--- config.mk ---
export PLATFORM = sky130hd
export DESIGN_NAME = bitmap_first_fit_allocator
export DESIGN_NICKNAME = d
export VERILOG_FILES = /design/src/rtl/bfa_pkg.sv /design/src/rtl/bfa_map.sv /design/src/rtl/bfa_digit.sv /design/src/rtl/bitmap_first_fit_allocator.sv
export SDC_FILE = /design/constraint.sdc
export NUM_CORES = 2
export LEC_CHECK = 0
export ABC_AREA = 1
export BUFFER_PORTS_ARGS = -buffer_cell sky130_fd_sc_hd__buf_2
export CAP_MARGIN = 10
export CORE_MARGIN = 4
export CORE_UTILIZATION = 50
export CTS_BUF_LIST = sky130_fd_sc_hd__clkbuf_8
export CTS_CLUSTER_SIZE = 24
export DETAILED_ROUTE_END_ITERATION = 16
export PLACE_DENSITY_LB_ADDON = 0.12
export SYNTH_ARGS = -nofsm -noshare
export SYNTH_HDL_FRONTEND = slang
export SYNTH_SLANG_ARGS = --single-unit
--- constraint.sdc ---
create_clock -name clock -period 15 [get_ports clock]
set_input_delay 3 -clock clock [delete_from_list [all_inputs] [get_ports clock]]
set_output_delay 3 -clock clock [all_outputs]
set_load 0.02 [all_outputs]
--- src/rtl/bfa_pkg.sv ---
// Shared types and constants of the bitmap first-fit allocator.
// Depends on nothing; every other file in rtl takes its names by scope.
package bfa_pkg;

   localparam int POOL_BYTES = 1024;
   localparam int WORD_BITS  = 8;
   localparam int NUM_WORDS  = POOL_BYTES / WORD_BITS;
   localparam int WIDX_W     = $clog2(NUM_WORDS);
   localparam int BIT_W      = $clog2(WORD_BITS);

   localparam int CMD_W    = 2;
   localparam int OFF_W    = 10;
   localparam int SIZE_W   = 11;
   localparam int STATUS_W = 2;

   // positions hold offset + size sums as well as pool addresses and counts
   localparam int POS_W = (SIZE_W + 1 > $clog2(POOL_BYTES) + 2) ?
                          SIZE_W + 1 : $clog2(POOL_BYTES) + 2;
   localparam int PTR_W = POS_W - BIT_W;
   localparam int NFREE_W = $clog2(WORD_BITS + 1);

   localparam logic [CMD_W-1:0] CMD_ALLOC  = 2'd0;
   localparam logic [CMD_W-1:0] CMD_FREE   = 2'd1;
   localparam logic [CMD_W-1:0] CMD_RESIZE = 2'd2;
   localparam logic [CMD_W-1:0] CMD_COUNT  = 2'd3;

   localparam logic [STATUS_W-1:0] ST_OK       = 2'd0;
   localparam logic [STATUS_W-1:0] ST_BAD_SIZE = 2'd1;
   localparam logic [STATUS_W-1:0] ST_NO_RUN   = 2'd2;
   localparam logic [STATUS_W-1:0] ST_BEYOND   = 2'd3;

   typedef struct packed {
      logic [CMD_W-1:0]  command;
      logic [OFF_W-1:0]  block_offset;
      logic [SIZE_W-1:0] request_size;
      logic [SIZE_W-1:0] old_size;
   } req_type;

   typedef struct packed {
      logic [STATUS_W-1:0] status;
      logic [OFF_W-1:0]    result_offset;
      logic                relocated;
      logic [SIZE_W-1:0]   free_bytes;
   } rsp_type;

   typedef struct packed {
      logic                 rd_en;
      logic [WIDX_W-1:0]    rd_addr;
      logic                 wr_en;
      logic [WIDX_W-1:0]    wr_addr;
      logic [WORD_BITS-1:0] wr_data;
   } map_cmd_type;

   // byte range [lo, hi) of a pass, the value it writes and the run length sought
   typedef struct packed {
      logic [POS_W-1:0] lo;
      logic [POS_W-1:0] hi;
      logic             val;
      logic [POS_W-1:0] len;
   } pass_ctl_type;

   typedef struct packed {
      logic [WORD_BITS-1:0] wr_word;
      logic                 hit;
      logic [POS_W-1:0]     run;
      logic                 found;
      logic [POS_W-1:0]     fpos;
      logic [NFREE_W-1:0]   nfree;
   } digit_res_type;

endpackage

--- src/rtl/bfa_map.sv ---
// Usage map storage: one word of map bits per address, registered read.
// Per-word valid flags make unwritten words read as free after reset. Uses bfa_pkg.
module bfa_map (
   input  logic                           clock,
   input  logic                           reset,
   input  bfa_pkg::map_cmd_type           cmd,
   output logic [bfa_pkg::WORD_BITS-1:0]  rd_data
);

   logic [bfa_pkg::WORD_BITS-1:0] map_mem [bfa_pkg::NUM_WORDS];
   logic [bfa_pkg::NUM_WORDS-1:0] valid_ff;
   logic [bfa_pkg::NUM_WORDS-1:0] valid_in;
   logic [bfa_pkg::WORD_BITS-1:0] q_ff;
   logic                          qv_ff;

   always_ff @(posedge clock) begin
      if (cmd.wr_en) begin
         map_mem[cmd.wr_addr] <= cmd.wr_data;
      end
   end

   always_ff @(posedge clock) begin
      if (cmd.rd_en) begin
         q_ff  <= map_mem[cmd.rd_addr];
         qv_ff <= valid_ff[cmd.rd_addr];
      end
   end

   always_comb begin
      valid_in = valid_ff;
      if (cmd.wr_en) begin
         valid_in[cmd.wr_addr] = 1'b1;
      end
   end

   always_ff @(posedge clock) begin
      if (reset) begin
         valid_ff <= '0;
      end else begin
         valid_ff <= valid_in;
      end
   end

   assign rd_data = qv_ff ? q_ff : '0;

endmodule

--- src/rtl/bfa_digit.sv ---
// Per-word logic of a map sweep: range masking, used-bit check, free-run
// tracking across words and free-bit count. Uses bfa_pkg.
module bfa_digit (
   input  logic [bfa_pkg::WORD_BITS-1:0] data,
   input  logic [bfa_pkg::POS_W-1:0]     base,
   input  bfa_pkg::pass_ctl_type         ctl,
   input  logic [bfa_pkg::POS_W-1:0]     run_in,
   output bfa_pkg::digit_res_type        res
);

   logic [bfa_pkg::WORD_BITS-1:0] inr;
   logic [bfa_pkg::POS_W-1:0]     pos;
   logic [bfa_pkg::POS_W-1:0]     r;
   logic                          fnd;
   logic [bfa_pkg::POS_W-1:0]     fp;

   always_comb begin
      for (int i = 0; i < bfa_pkg::WORD_BITS; i++) begin
         pos    = base + bfa_pkg::POS_W'(i);
         inr[i] = (pos >= ctl.lo) && (pos < ctl.hi);
      end
   end

   // run of free bytes, carried in from the previous word
   always_comb begin
      r   = run_in;
      fnd = 1'b0;
      fp  = base;
      for (int i = 0; i < bfa_pkg::WORD_BITS; i++) begin
         if (data[i]) begin
            r = '0;
         end else begin
            r = r + 1'b1;
         end
         if (!fnd && r == ctl.len) begin
            fnd = 1'b1;
            fp  = base + bfa_pkg::POS_W'(i);
         end
      end
   end

   always_comb begin
      for (int i = 0; i < bfa_pkg::WORD_BITS; i++) begin
         res.wr_word[i] = inr[i] ? ctl.val : data[i];
      end
      res.hit   = |(inr & data);
      res.run   = r;
      res.found = fnd;
      res.fpos  = fp;
      res.nfree = bfa_pkg::NFREE_W'($countones(~data));
   end

endmodule

--- src/rtl/bitmap_first_fit_allocator.sv ---
// Bitmap first-fit allocator over a byte pool; one usage bit per byte.
// Takes one command item on req_valid/req_stall, returns one result item on
// rsp_valid/rsp_stall. Depends on bfa_pkg, bfa_map and bfa_digit.
//
// Usage: the block takes one command at a time. req_stall is high from the
// cycle after an item is accepted until its result has been taken. Each
// command sweeps the map one 8-bit word per cycle through a single read and
// a single write port of the map memory, so its cost is set by the number
// of words it touches:
//   count: a scan over all 128 words
//   allocate: a scan over up to 128 words (stops at first fit), a mark pass
//   free, shrink: one word per 8 bytes of range; grow: check + mark passes
//   resize that moves: check (if in pool) + scan + mark + clear passes
// Each pass adds pipeline fill and turnaround; each command adds capture and
// decode.
// Reset marks every byte free at once (per-word valid flags), no sweep.
// The result is held in an output register; while rsp_stall is high it
// stays put and no new command is taken.
module bitmap_first_fit_allocator (
   input  logic             clock,
   input  logic             reset,
   input  logic             req_valid,
   output logic             req_stall,
   input  bfa_pkg::req_type req_data,
   output logic             rsp_valid,
   input  logic             rsp_stall,
   output bfa_pkg::rsp_type rsp_data
);

   localparam int POS_W = bfa_pkg::POS_W;

   localparam logic [1:0] S_IDLE   = 2'd0;
   localparam logic [1:0] S_DECODE = 2'd1;
   localparam logic [1:0] S_RUN    = 2'd2;
   localparam logic [1:0] S_RESP   = 2'd3;

   localparam logic [3:0] SP_ALLOC_SCAN  = 4'd0;
   localparam logic [3:0] SP_ALLOC_MARK  = 4'd1;
   localparam logic [3:0] SP_FREE_CLR    = 4'd2;
   localparam logic [3:0] SP_SHRINK_CLR  = 4'd3;
   localparam logic [3:0] SP_GROW_CHK    = 4'd4;
   localparam logic [3:0] SP_GROW_MARK   = 4'd5;
   localparam logic [3:0] SP_MOVE_SCAN   = 4'd6;
   localparam logic [3:0] SP_MOVE_MARK   = 4'd7;
   localparam logic [3:0] SP_MOVE_CLR    = 4'd8;
   localparam logic [3:0] SP_COUNT       = 4'd9;

   localparam logic [1:0] K_WRITE = 2'd0;
   localparam logic [1:0] K_CHECK = 2'd1;
   localparam logic [1:0] K_SCAN  = 2'd2;
   localparam logic [1:0] K_COUNT = 2'd3;

   function automatic logic [1:0] step_kind(input logic [3:0] step);
      logic [1:0] k;
      case (step)
         SP_ALLOC_SCAN, SP_MOVE_SCAN: k = K_SCAN;
         SP_GROW_CHK:                 k = K_CHECK;
         SP_COUNT:                    k = K_COUNT;
         default:                     k = K_WRITE;
      endcase
      return k;
   endfunction

   logic [1:0]                      state_ff, state_in;
   bfa_pkg::req_type                req_ff, req_in;
   logic [3:0]                      step_ff, step_in;
   logic [POS_W-1:0]                lo_ff, lo_in;
   logic [POS_W-1:0]                hi_ff, hi_in;
   logic [bfa_pkg::PTR_W-1:0]       ptr_ff, ptr_in;
   logic                            pend_ff, pend_in;
   logic [bfa_pkg::WIDX_W-1:0]      pend_ptr_ff, pend_ptr_in;
   logic                            stop_ff, stop_in;
   logic [POS_W-1:0]                run_ff, run_in;
   logic                            found_ff, found_in;
   logic [POS_W-1:0]                fpos_ff, fpos_in;
   logic                            hit_ff, hit_in;
   logic [POS_W-1:0]                cnt_ff, cnt_in;
   logic [bfa_pkg::OFF_W-1:0]       base_ff, base_in;
   logic [bfa_pkg::STATUS_W-1:0]    status_ff, status_in;
   logic [bfa_pkg::OFF_W-1:0]       roff_ff, roff_in;
   logic                            reloc_ff, reloc_in;
   logic [bfa_pkg::SIZE_W-1:0]      free_ff, free_in;

   bfa_pkg::map_cmd_type            map_cmd;
   logic [bfa_pkg::WORD_BITS-1:0]   map_q;
   bfa_pkg::pass_ctl_type           ctl;
   bfa_pkg::digit_res_type          res;

   logic [POS_W-1:0] off_p, req_p, old_p, pool_p;
   logic [POS_W-1:0] sum_or, sum_oo;
   logic [POS_W-1:0] word_pos;
   logic [1:0]       kind;
   logic             more, issue, proc, done;
   logic             launch;
   logic [3:0]       nstep;
   logic [POS_W-1:0] nlo, nhi;

   assign off_p  = POS_W'(req_ff.block_offset);
   assign req_p  = POS_W'(req_ff.request_size);
   assign old_p  = POS_W'(req_ff.old_size);
   assign pool_p = POS_W'(bfa_pkg::POOL_BYTES);
   assign sum_or = off_p + req_p;
   assign sum_oo = off_p + old_p;

   assign kind     = step_kind(step_ff);
   assign word_pos = {ptr_ff, {bfa_pkg::BIT_W{1'b0}}};
   assign more     = !stop_ff && (word_pos < hi_ff) &&
                     (ptr_ff < bfa_pkg::PTR_W'(bfa_pkg::NUM_WORDS));
   assign issue    = (state_ff == S_RUN) && more;
   assign proc     = (state_ff == S_RUN) && pend_ff && !stop_ff;
   assign done     = (state_ff == S_RUN) && !pend_ff && !more;

   assign ctl.lo  = lo_ff;
   assign ctl.hi  = hi_ff;
   assign ctl.val = (step_ff == SP_ALLOC_MARK) || (step_ff == SP_GROW_MARK) ||
                    (step_ff == SP_MOVE_MARK);
   assign ctl.len = req_p;

   bfa_digit u_digit (
      .data   (map_q),
      .base   (POS_W'({pend_ptr_ff, {bfa_pkg::BIT_W{1'b0}}})),
      .ctl    (ctl),
      .run_in (run_ff),
      .res    (res)
   );

   always_comb begin
      map_cmd.rd_en   = issue;
      map_cmd.rd_addr = ptr_ff[bfa_pkg::WIDX_W-1:0];
      map_cmd.wr_en   = proc && (kind == K_WRITE);
      map_cmd.wr_addr = pend_ptr_ff;
      map_cmd.wr_data = res.wr_word;
   end

   bfa_map u_map (
      .clock   (clock),
      .reset   (reset),
      .cmd     (map_cmd),
      .rd_data (map_q)
   );

   always_comb begin
      state_in    = state_ff;
      req_in      = req_ff;
      step_in     = step_ff;
      lo_in       = lo_ff;
      hi_in       = hi_ff;
      ptr_in      = ptr_ff;
      pend_in     = issue;
      pend_ptr_in = issue ? ptr_ff[bfa_pkg::WIDX_W-1:0] : pend_ptr_ff;
      stop_in     = stop_ff;
      run_in      = run_ff;
      found_in    = found_ff;
      fpos_in     = fpos_ff;
      hit_in      = hit_ff;
      cnt_in      = cnt_ff;
      base_in     = base_ff;
      status_in   = status_ff;
      roff_in     = roff_ff;
      reloc_in    = reloc_ff;
      free_in     = free_ff;
      launch      = 1'b0;
      nstep       = step_ff;
      nlo         = '0;
      nhi         = pool_p;

      if (issue) begin
         ptr_in = ptr_ff + 1'b1;
      end

      if (proc) begin
         case (kind)
            K_CHECK: begin
               if (res.hit) begin
                  hit_in  = 1'b1;
                  stop_in = 1'b1;
               end
            end
            K_SCAN: begin
               run_in = res.run;
               if (res.found) begin
                  found_in = 1'b1;
                  fpos_in  = res.fpos;
                  stop_in  = 1'b1;
               end
            end
            K_COUNT: begin
               cnt_in = cnt_ff + POS_W'(res.nfree);
            end
            default: begin
            end
         endcase
      end

      case (state_ff)
         S_IDLE: begin
            if (req_valid) begin
               req_in   = req_data;
               state_in = S_DECODE;
            end
         end
         S_DECODE: begin
            status_in = bfa_pkg::ST_OK;
            roff_in   = '0;
            reloc_in  = 1'b0;
            free_in   = '0;
            case (req_ff.command)
               bfa_pkg::CMD_ALLOC: begin
                  if (req_p == '0 || req_p > pool_p) begin
                     status_in = bfa_pkg::ST_BAD_SIZE;
                     state_in  = S_RESP;
                  end else begin
                     launch = 1'b1;
                     nstep  = SP_ALLOC_SCAN;
                  end
               end
               bfa_pkg::CMD_FREE: begin
                  if (req_p == '0) begin
                     state_in = S_RESP;
                  end else begin
                     if (sum_or > pool_p) begin
                        status_in = bfa_pkg::ST_BEYOND;
                     end
                     launch = 1'b1;
                     nstep  = SP_FREE_CLR;
                     nlo    = off_p;
                     nhi    = sum_or;
                  end
               end
               bfa_pkg::CMD_RESIZE: begin
                  if (req_p == '0 || req_p > pool_p) begin
                     status_in = bfa_pkg::ST_BAD_SIZE;
                     state_in  = S_RESP;
                  end else if (old_p > req_p) begin
                     launch = 1'b1;
                     nstep  = SP_SHRINK_CLR;
                     nlo    = sum_or;
                     nhi    = sum_oo;
                  end else if (old_p == req_p) begin
                     roff_in  = req_ff.block_offset;
                     state_in = S_RESP;
                  end else if (sum_or > pool_p) begin
                     // growth would run off the end of the pool
                     launch = 1'b1;
                     nstep  = SP_MOVE_SCAN;
                  end else begin
                     launch = 1'b1;
                     nstep  = SP_GROW_CHK;
                     nlo    = sum_oo;
                     nhi    = sum_or;
                  end
               end
               default: begin
                  launch = 1'b1;
                  nstep  = SP_COUNT;
               end
            endcase
         end
         S_RUN: begin
            if (done) begin
               case (step_ff)
                  SP_ALLOC_SCAN, SP_MOVE_SCAN: begin
                     if (found_ff) begin
                        launch  = 1'b1;
                        nstep   = (step_ff == SP_ALLOC_SCAN) ? SP_ALLOC_MARK :
                                                               SP_MOVE_MARK;
                        nhi     = fpos_ff + 1'b1;
                        nlo     = fpos_ff + 1'b1 - req_p;
                        base_in = nlo[bfa_pkg::OFF_W-1:0];
                     end else begin
                        status_in = bfa_pkg::ST_NO_RUN;
                        state_in  = S_RESP;
                     end
                  end
                  SP_ALLOC_MARK: begin
                     roff_in  = base_ff;
                     state_in = S_RESP;
                  end
                  SP_GROW_CHK: begin
                     launch = 1'b1;
                     if (hit_ff) begin
                        nstep = SP_MOVE_SCAN;
                     end else begin
                        nstep = SP_GROW_MARK;
                        nlo   = sum_oo;
                        nhi   = sum_or;
                     end
                  end
                  SP_GROW_MARK, SP_SHRINK_CLR: begin
                     roff_in  = req_ff.block_offset;
                     state_in = S_RESP;
                  end
                  SP_MOVE_MARK: begin
                     launch = 1'b1;
                     nstep  = SP_MOVE_CLR;
                     nlo    = off_p;
                     nhi    = sum_oo;
                  end
                  SP_MOVE_CLR: begin
                     roff_in  = base_ff;
                     reloc_in = 1'b1;
                     state_in = S_RESP;
                  end
                  SP_COUNT: begin
                     free_in  = cnt_ff[bfa_pkg::SIZE_W-1:0];
                     state_in = S_RESP;
                  end
                  default: begin
                     state_in = S_RESP;
                  end
               endcase
            end
         end
         S_RESP: begin
            if (!rsp_stall) begin
               state_in = S_IDLE;
            end
         end
         default: begin
            state_in = S_IDLE;
         end
      endcase

      if (launch) begin
         state_in = S_RUN;
         step_in  = nstep;
         lo_in    = nlo;
         hi_in    = nhi;
         ptr_in   = nlo[POS_W-1:bfa_pkg::BIT_W];
         stop_in  = 1'b0;
         run_in   = '0;
         found_in = 1'b0;
         hit_in   = 1'b0;
         cnt_in   = '0;
      end
   end

   always_ff @(posedge clock) begin
      if (reset) begin
         state_ff <= S_IDLE;
         pend_ff  <= 1'b0;
         stop_ff  <= 1'b0;
         found_ff <= 1'b0;
         hit_ff   <= 1'b0;
         step_ff  <= SP_ALLOC_SCAN;
      end else begin
         state_ff <= state_in;
         pend_ff  <= pend_in;
         stop_ff  <= stop_in;
         found_ff <= found_in;
         hit_ff   <= hit_in;
         step_ff  <= step_in;
      end
   end

   always_ff @(posedge clock) begin
      req_ff      <= req_in;
      lo_ff       <= lo_in;
      hi_ff       <= hi_in;
      ptr_ff      <= ptr_in;
      pend_ptr_ff <= pend_ptr_in;
      run_ff      <= run_in;
      fpos_ff     <= fpos_in;
      cnt_ff      <= cnt_in;
      base_ff     <= base_in;
      status_ff   <= status_in;
      roff_ff     <= roff_in;
      reloc_ff    <= reloc_in;
      free_ff     <= free_in;
   end

   assign req_stall = (state_ff != S_IDLE);
   assign rsp_valid = (state_ff == S_RESP);

   always_comb begin
      rsp_data.status        = status_ff;
      rsp_data.result_offset = roff_ff;
      rsp_data.relocated     = reloc_ff;
      rsp_data.free_bytes    = free_ff;
   end

   a_write_in_pass: assert property (@(posedge clock) disable iff (reset)
      map_cmd.wr_en |-> state_ff == S_RUN)
      else $error("map written outside a pass");

   a_no_read_after_stop: assert property (@(posedge clock) disable iff (reset)
      stop_ff |-> !map_cmd.rd_en)
      else $error("map read issued after the pass stopped");

   a_reloc_ok: assert property (@(posedge clock) disable iff (reset)
      rsp_valid && rsp_data.relocated |-> rsp_data.status == bfa_pkg::ST_OK)
      else $error("relocated result with error status");

   a_accept_decode: assert property (@(posedge clock) disable iff (reset)
      req_valid && !req_stall |=> state_ff == S_DECODE)
      else $error("accepted item not decoded");

endmodule
# --- Word level (Yosys, flattened, before mapping) ---
# Memories as Yosys holds them, arrays and structs flattened. A register that Yosys moved wholly into a read port is not among the register bits.
# Index checks and enable logic that the tools add are counted.
word_totals:
  regBits: 283
  ramBits: 1024
  output_inout_bits: 26
  memories: 1
memory_table:
  columns: ["name", "depth", "width", "read_ports", "rd_clocked_by_memory_dff", "write_ports", "line", "text"]
  rows:
  - ["u_map.map_mem", 128, 8, 1, 1, 1, "bfa_map.sv:10", "logic [bfa_pkg::WORD_BITS-1:0] map_mem [bfa_pkg::NUM_WORDS];"]
op_classes:
  add_sub_neg: 28
  n_lt_le_gt_ge: 24
  eq_ne: 58
  muxes: 123
  bitwise_logic: 3
  n_reduce_logical: 67
ops:
  columns: ["operator", "n"]
  rows:
  - ["two-way mux 12 bit", 30]
  - ["OR 128 bit", 1]
  - ["adder 12 x 1 -> 12 bit (second input constant)", 9]
  - ["equality test 12 x 11 -> 1 bit", 8]
  - ["less-than comparator 12 bit", 8]
  - ["case mux 12 bit (2 select lines)", 4]
  - [">= comparator 12 bit", 7]
  - ["case mux 12 bit (3 select lines)", 2]
  - ["two-way mux 10 bit", 6]
  - ["adder 10 x 3 -> 11 bit (second input constant)", 4]
  - ["case mux 10 bit (2 select lines)", 2]
  - ["two-way mux 2 bit", 17]
  - ["two-way mux 1 bit", 32]
  - ["!= test 3 bit (second input constant)", 10]
  - ["two-way mux 4 bit", 7]
  - ["adder 10 x 11 -> 12 bit", 2]
  - ["logical AND 1 bit", 24]
  - ["!= test 4 bit (second input constant)", 6]
  - ["case mux 4 bit (3 select lines)", 2]
  - ["adder 10 x 2 -> 11 bit (second input constant)", 2]
  - ["two-way mux 11 bit", 2]
  - ["case mux 11 bit (2 select lines)", 1]
  - ["AND reduction 10 bit", 2]
  - ["two-way mux 9 bit", 2]
  - ["other kinds (52)", 113]

# --- Logic depth before layout (Yosys ltp) ---
logic_depth:
  ltp_word: 27
  depth_mapped: 40

# --- By module ---
# From an unflattened synthesis, not the netlist that was laid out.
unflattened:
  hier_cells: 7122
  area_unflattened_um2: 66751.5
modules_own_cells:
  columns: ["module", "instances", "cells_per_inst", "area_per_inst_um2", "seq_area_each_um2"]
  rows:
  - ["bfa_map", 1, 4308, 47421.7, 33582.2]
  - ["bfa_digit", 1, 1637, 9690.5, 0.0]
  - ["bitmap_first_fit_allocator", 1, 1177, 9639.2, 4264.1]

# --- Worst setup path after synthesis ---
# No wires, ideal clock.
synth_path:
  path_type: "register to register"
  start: "register pend_ptr_ff[6] in the netlist's numbering"
  end: "memory u_map.map_mem[0][6] in the netlist's numbering, data pin"
  setup_time_ps: 1197
  arrival_ps: 6854
  required_ps: 13803
  setup_slack_ps: 6949
  stages_incl_launch_ff: 9
  n_path_buf: 0
  synth_period_minus_slack_ps: 8051
  cell_sequence: "edfxtp_1 > ha_1 > nand4_1 > nor4_1 > inv_1 > nor2_1 > nand2_1 > a221o_1 > o21ai_0"
synth_lines:
  columns: ["element", "line", "text"]
  rows:
  - ["start, declared", "bitmap_first_fit_allocator.sv:71", "logic [bfa_pkg::WIDX_W-1:0] pend_ptr_ff, pend_ptr_in;"]
  - ["start signal, assigned", "bitmap_first_fit_allocator.sv:361", "pend_ptr_ff <= pend_ptr_in;"]
  - ["end, declared", "bfa_map.sv:10", null]

# --- Final worst setup path ---
layout_path:
  start: "register u_map.qv_ff"
  end: "register fpos_ff[4], enable pin"
layout_via:
  elab_chain_cells: 26
  elab_cells_between_ends: 47
  classes_between: "add/sub: 7; eq/ne: 8; mux: 17; reduce/logical: 15"
layout_lines:
  columns: ["element", "line", "text"]
  rows:
  - ["start, declared", "bfa_map.sv:14", "logic qv_ff;"]
  - ["start signal, assigned", "bfa_map.sv:25", "qv_ff <= valid_ff[cmd.rd_addr];"]
  - ["two-way mux 8 bit (*)", "bfa_map.sv:44", "assign rd_data = qv_ff ? q_ff : '0;"]
  - ["parallel branches: the longest is 23 deep, another holds adder 12 x 1 -> 12 bit", null, null]
  - ["two-way mux 1 bit (*)", "bfa_digit.sv:35", "if (!fnd && r == ctl.len) begin"]
  - ["AND reduction 3 bit (no line) (*)", null, null]
  - ["end signal, assigned", "bitmap_first_fit_allocator.sv:363", "fpos_ff <= fpos_in;"]
  - ["end, declared", "bitmap_first_fit_allocator.sv:75", "logic [POS_W-1:0] fpos_ff, fpos_in;"]
# Every way passes the cells marked *.
# A chain may end at the register's enable or synchronous reset.

==> results.json <==
{
  "syn-cell-area_sq_mm": 0.0584,
  "synth_cell_types": 66,
  "period_share_pct": 36.5,
  "grt_use_met1_pct": 37.8,
  "dieArea_sq_mm": 0.122,
  "clock_path_buffers": 3,
  "layout.nets": 5637,
  "clock_skew_ps": 65.9,
  "synth_edf_count": 1151,
  "ir_drop_mv": 0.0956,
  "start_util_pct": 50.3,
  "clockRootBuffer": "clkbuf_8",
  "mostFrequentLayoutCells": "nor2_1, edfxtp_1, o21ai_0",
  "vias_per_cell": 5.94,
  "use_met3_pct": 4.38,
  "grt_pass1_wl_um": 258000,
  "drv_slew": 0,
  "synthArstFlopShare_pct": 0,
  "final_cell_area_sq_mm": 0.0644,
  "slew_headroom_pct": 16.4,
  "syn_inst": 5473,
  "tightest_slew_ps": 1250,
  "startpoint": "u_map.qv_ff",
  "drt_first_pass_iters": 6,
  "critPathMaxFanout": 20,
  "hold_buffers": 0,
  "route.vias.total": 42900,
  "placed_area_sq_mm": 0.0601,
  "cpMaxStageDelayCell": "nand2_1",
  "core_sq_mm": 0.116,
  "cp-start-kind": "flop",
  "critPathMaxStageDelay_ps": 640,
  "cts_max_level": 4,
  "wl_per_cell_um": 23.9,
  "wirelength_um": 172000,
  "num_rows": 125,
  "crit_family": "simple AND/OR/NAND/NOR gates",
  "hold_violations": 0,
  "cpMostUsedCell": "nand2_1",
  "grt_overflow": 0,
  "drt-initial-drc-count": 4235,
  "layout-drive-gt1-share_pct": 8.99,
  "synth_seq_cells": 1312,
  "post-route-util_pct": 55.5,
  "syn_area_per_cell_sq_um": 10.7,
  "rsz0062_at_grt": "false",
  "antenna_found_initial": 3,
  "hp-class": "flop to flop",
  "place_congestion": 0.950,
  "status": "complete, no violations",
  "die_y_um": 350,
  "setup_viol": 0,
  "ys_seq_area_share_pct": 64.7,
  "cts_tree": "built",
  "areaGrowthSynthToFinish_pct": 10.2,
  "portBuffers": 63,
  "top_usage_layer": "met2",
  "cts_setup_buffers": 0,
  "grtUsageMet2_pct": 44.8,
  "worstPathArrival_ps": 6050,
  "path_clk_slew_ps": 60,
  "worst-setup-path-type": "flop to flop",
  "synth_nets": 5610,
  "grt_pass1_vias": 40500,
  "fin_crit_ps": 5480,
  "ant_nets": 0,
  "track_usage_pct": 27.8,
  "grt_max_degree": 163,
  "drc": 0,
  "max_freq_mhz": 182,
  "crit-reg2reg-launch": "u_map.qv_ff",
  "hpwlAfterDp_um": 103000,
  "required_ps": 15570,
  "die_x_um": 350,
  "holdWs_ps": 463,
  "clk_latency_ps": 940,
  "maxCapViolCount": 0,
  "clock_sinks": 1312,
  "min_from": "u_map.valid_ff[10]",
  "cts_buffers": 213,
  "power.total_uw": 9500,
  "crit_buf_inv": 2,
  "yosys_warnings": 0,
  "powerDensity_mw_per_mm2": 148,
  "layout_commonest_cell": "nor2_1",
  "setup_tns_ps": 0,
  "synth_flop_cell": "edfxtp_1",
  "boundaryPins": 64,
  "end_kind": "flop",
  "p_leak_uw": 0.0227,
  "cts_resized": 0
}
[power breakdown]
part	internal, uW	switching (uW)
registers	4130	94.0
logic	582	1660
clock network	1560	1480
[Yosys cell counts, types with 91 or more instances]
| cell type | count | area share (%) |
|---|---|---|
| a21oi_1 | 150 | 1.3 |
| clkbuf_1 | 281 | 1.8 |
| dfxtp_1 | 161 | 5.5 |
| edfxtp_1 | 1151 | 59 |
| ha_1 | 91 | 1.9 |
| inv_1 | 259 | 1.7 |
| nand2_1 | 490 | 3.1 |
| nand3_1 | 228 | 2.0 |
| nor2_1 | 1175 | 7.5 |
| o21ai_0 | 663 | 5.7 |
| o221ai_1 | 117 | 1.8 |
| o22ai_1 | 212 | 2.3 |
[layer usage]
layer / wire (um) / vias to the layer above
met1: 72000 / 21100
met3: 12500 / 382
met2: 80300 / 1688
li1: - / 19700
met5: 20 / -
met4: 7570 / 2
[logic make-up (layout without fill, tap and decap cells)]
logic type | count (synthesis) | in the layout | synth area share [%]
simple gates | 2082 | 2082 | 14.9
flops | 1312 | 1312 | 64.7
compound gates | 1289 | 1289 | 12.9
buf+inv | 598 | 812 | 3.92
fa+ha+maj | 99 | 99 | 2.22
xor+xnor | 89 | 89 | 1.33
mux | 4 | 4 | 0.0685
other cells | 0 | 3 | 0
[metrics by stage]
step           cells  setup slack [ps]
2_1_floorplan   5473              6950
3_3_place_gp    6809              9620
3_5_place_dp    6809              9530
4_1_cts         7211              9520
5_1_grt         7214              8740
6_report        7214              9520
[worst register-to-register path: cells and delay by family (launching register included)]
family	cells	cell delay (ps)
AND/OR/NAND/NOR	31	4200
flip-flops	1	550
buffers and inverters	2	400
[sequential cells by signal, indices dropped and copies added, names as in the netlist, 2 cells and up]
name / cells
req_ff: 2
u_map.q_ff: 8
hi_ff: 12
step_ff: 4
status_ff: 2
state_ff: 2
off_p: 10
base_ff: 10
ctl: 11
run_ff: 12
free_ff: 11
pend_ptr_ff: 7
u_map.map_mem: 1024
ptr_ff: 9
u_map.valid_ff: 128
cnt_ff: 11
lo_ff: 12
old_p: 11
roff_ff: 10
fpos_ff: 10
[path summary, 6_finish.rpt]
kind,to,slack [ps],cells after the start
worst max-delay path,fpos_ff[4],9520,33
worst min-delay path,u_map.valid_ff[10],460,2
worst min register to register,u_map.valid_ff[10],460,2
worst max register to register,fpos_ff[4],9520,33
[layout make-up]
class / count / area [sq um]
timing repair buffer: 123 / 860
fill: 10200 / 51700
clock buffer: 248 / 3410
sequential: 1312 / 37800
antenna: 3 / 7.51
inverter: 287 / 1090
tap: 1524 / 1910
multi-input combinational: 3563 / 18500
clock inverter: 154 / 850
(Power assumes the default switching activity.)
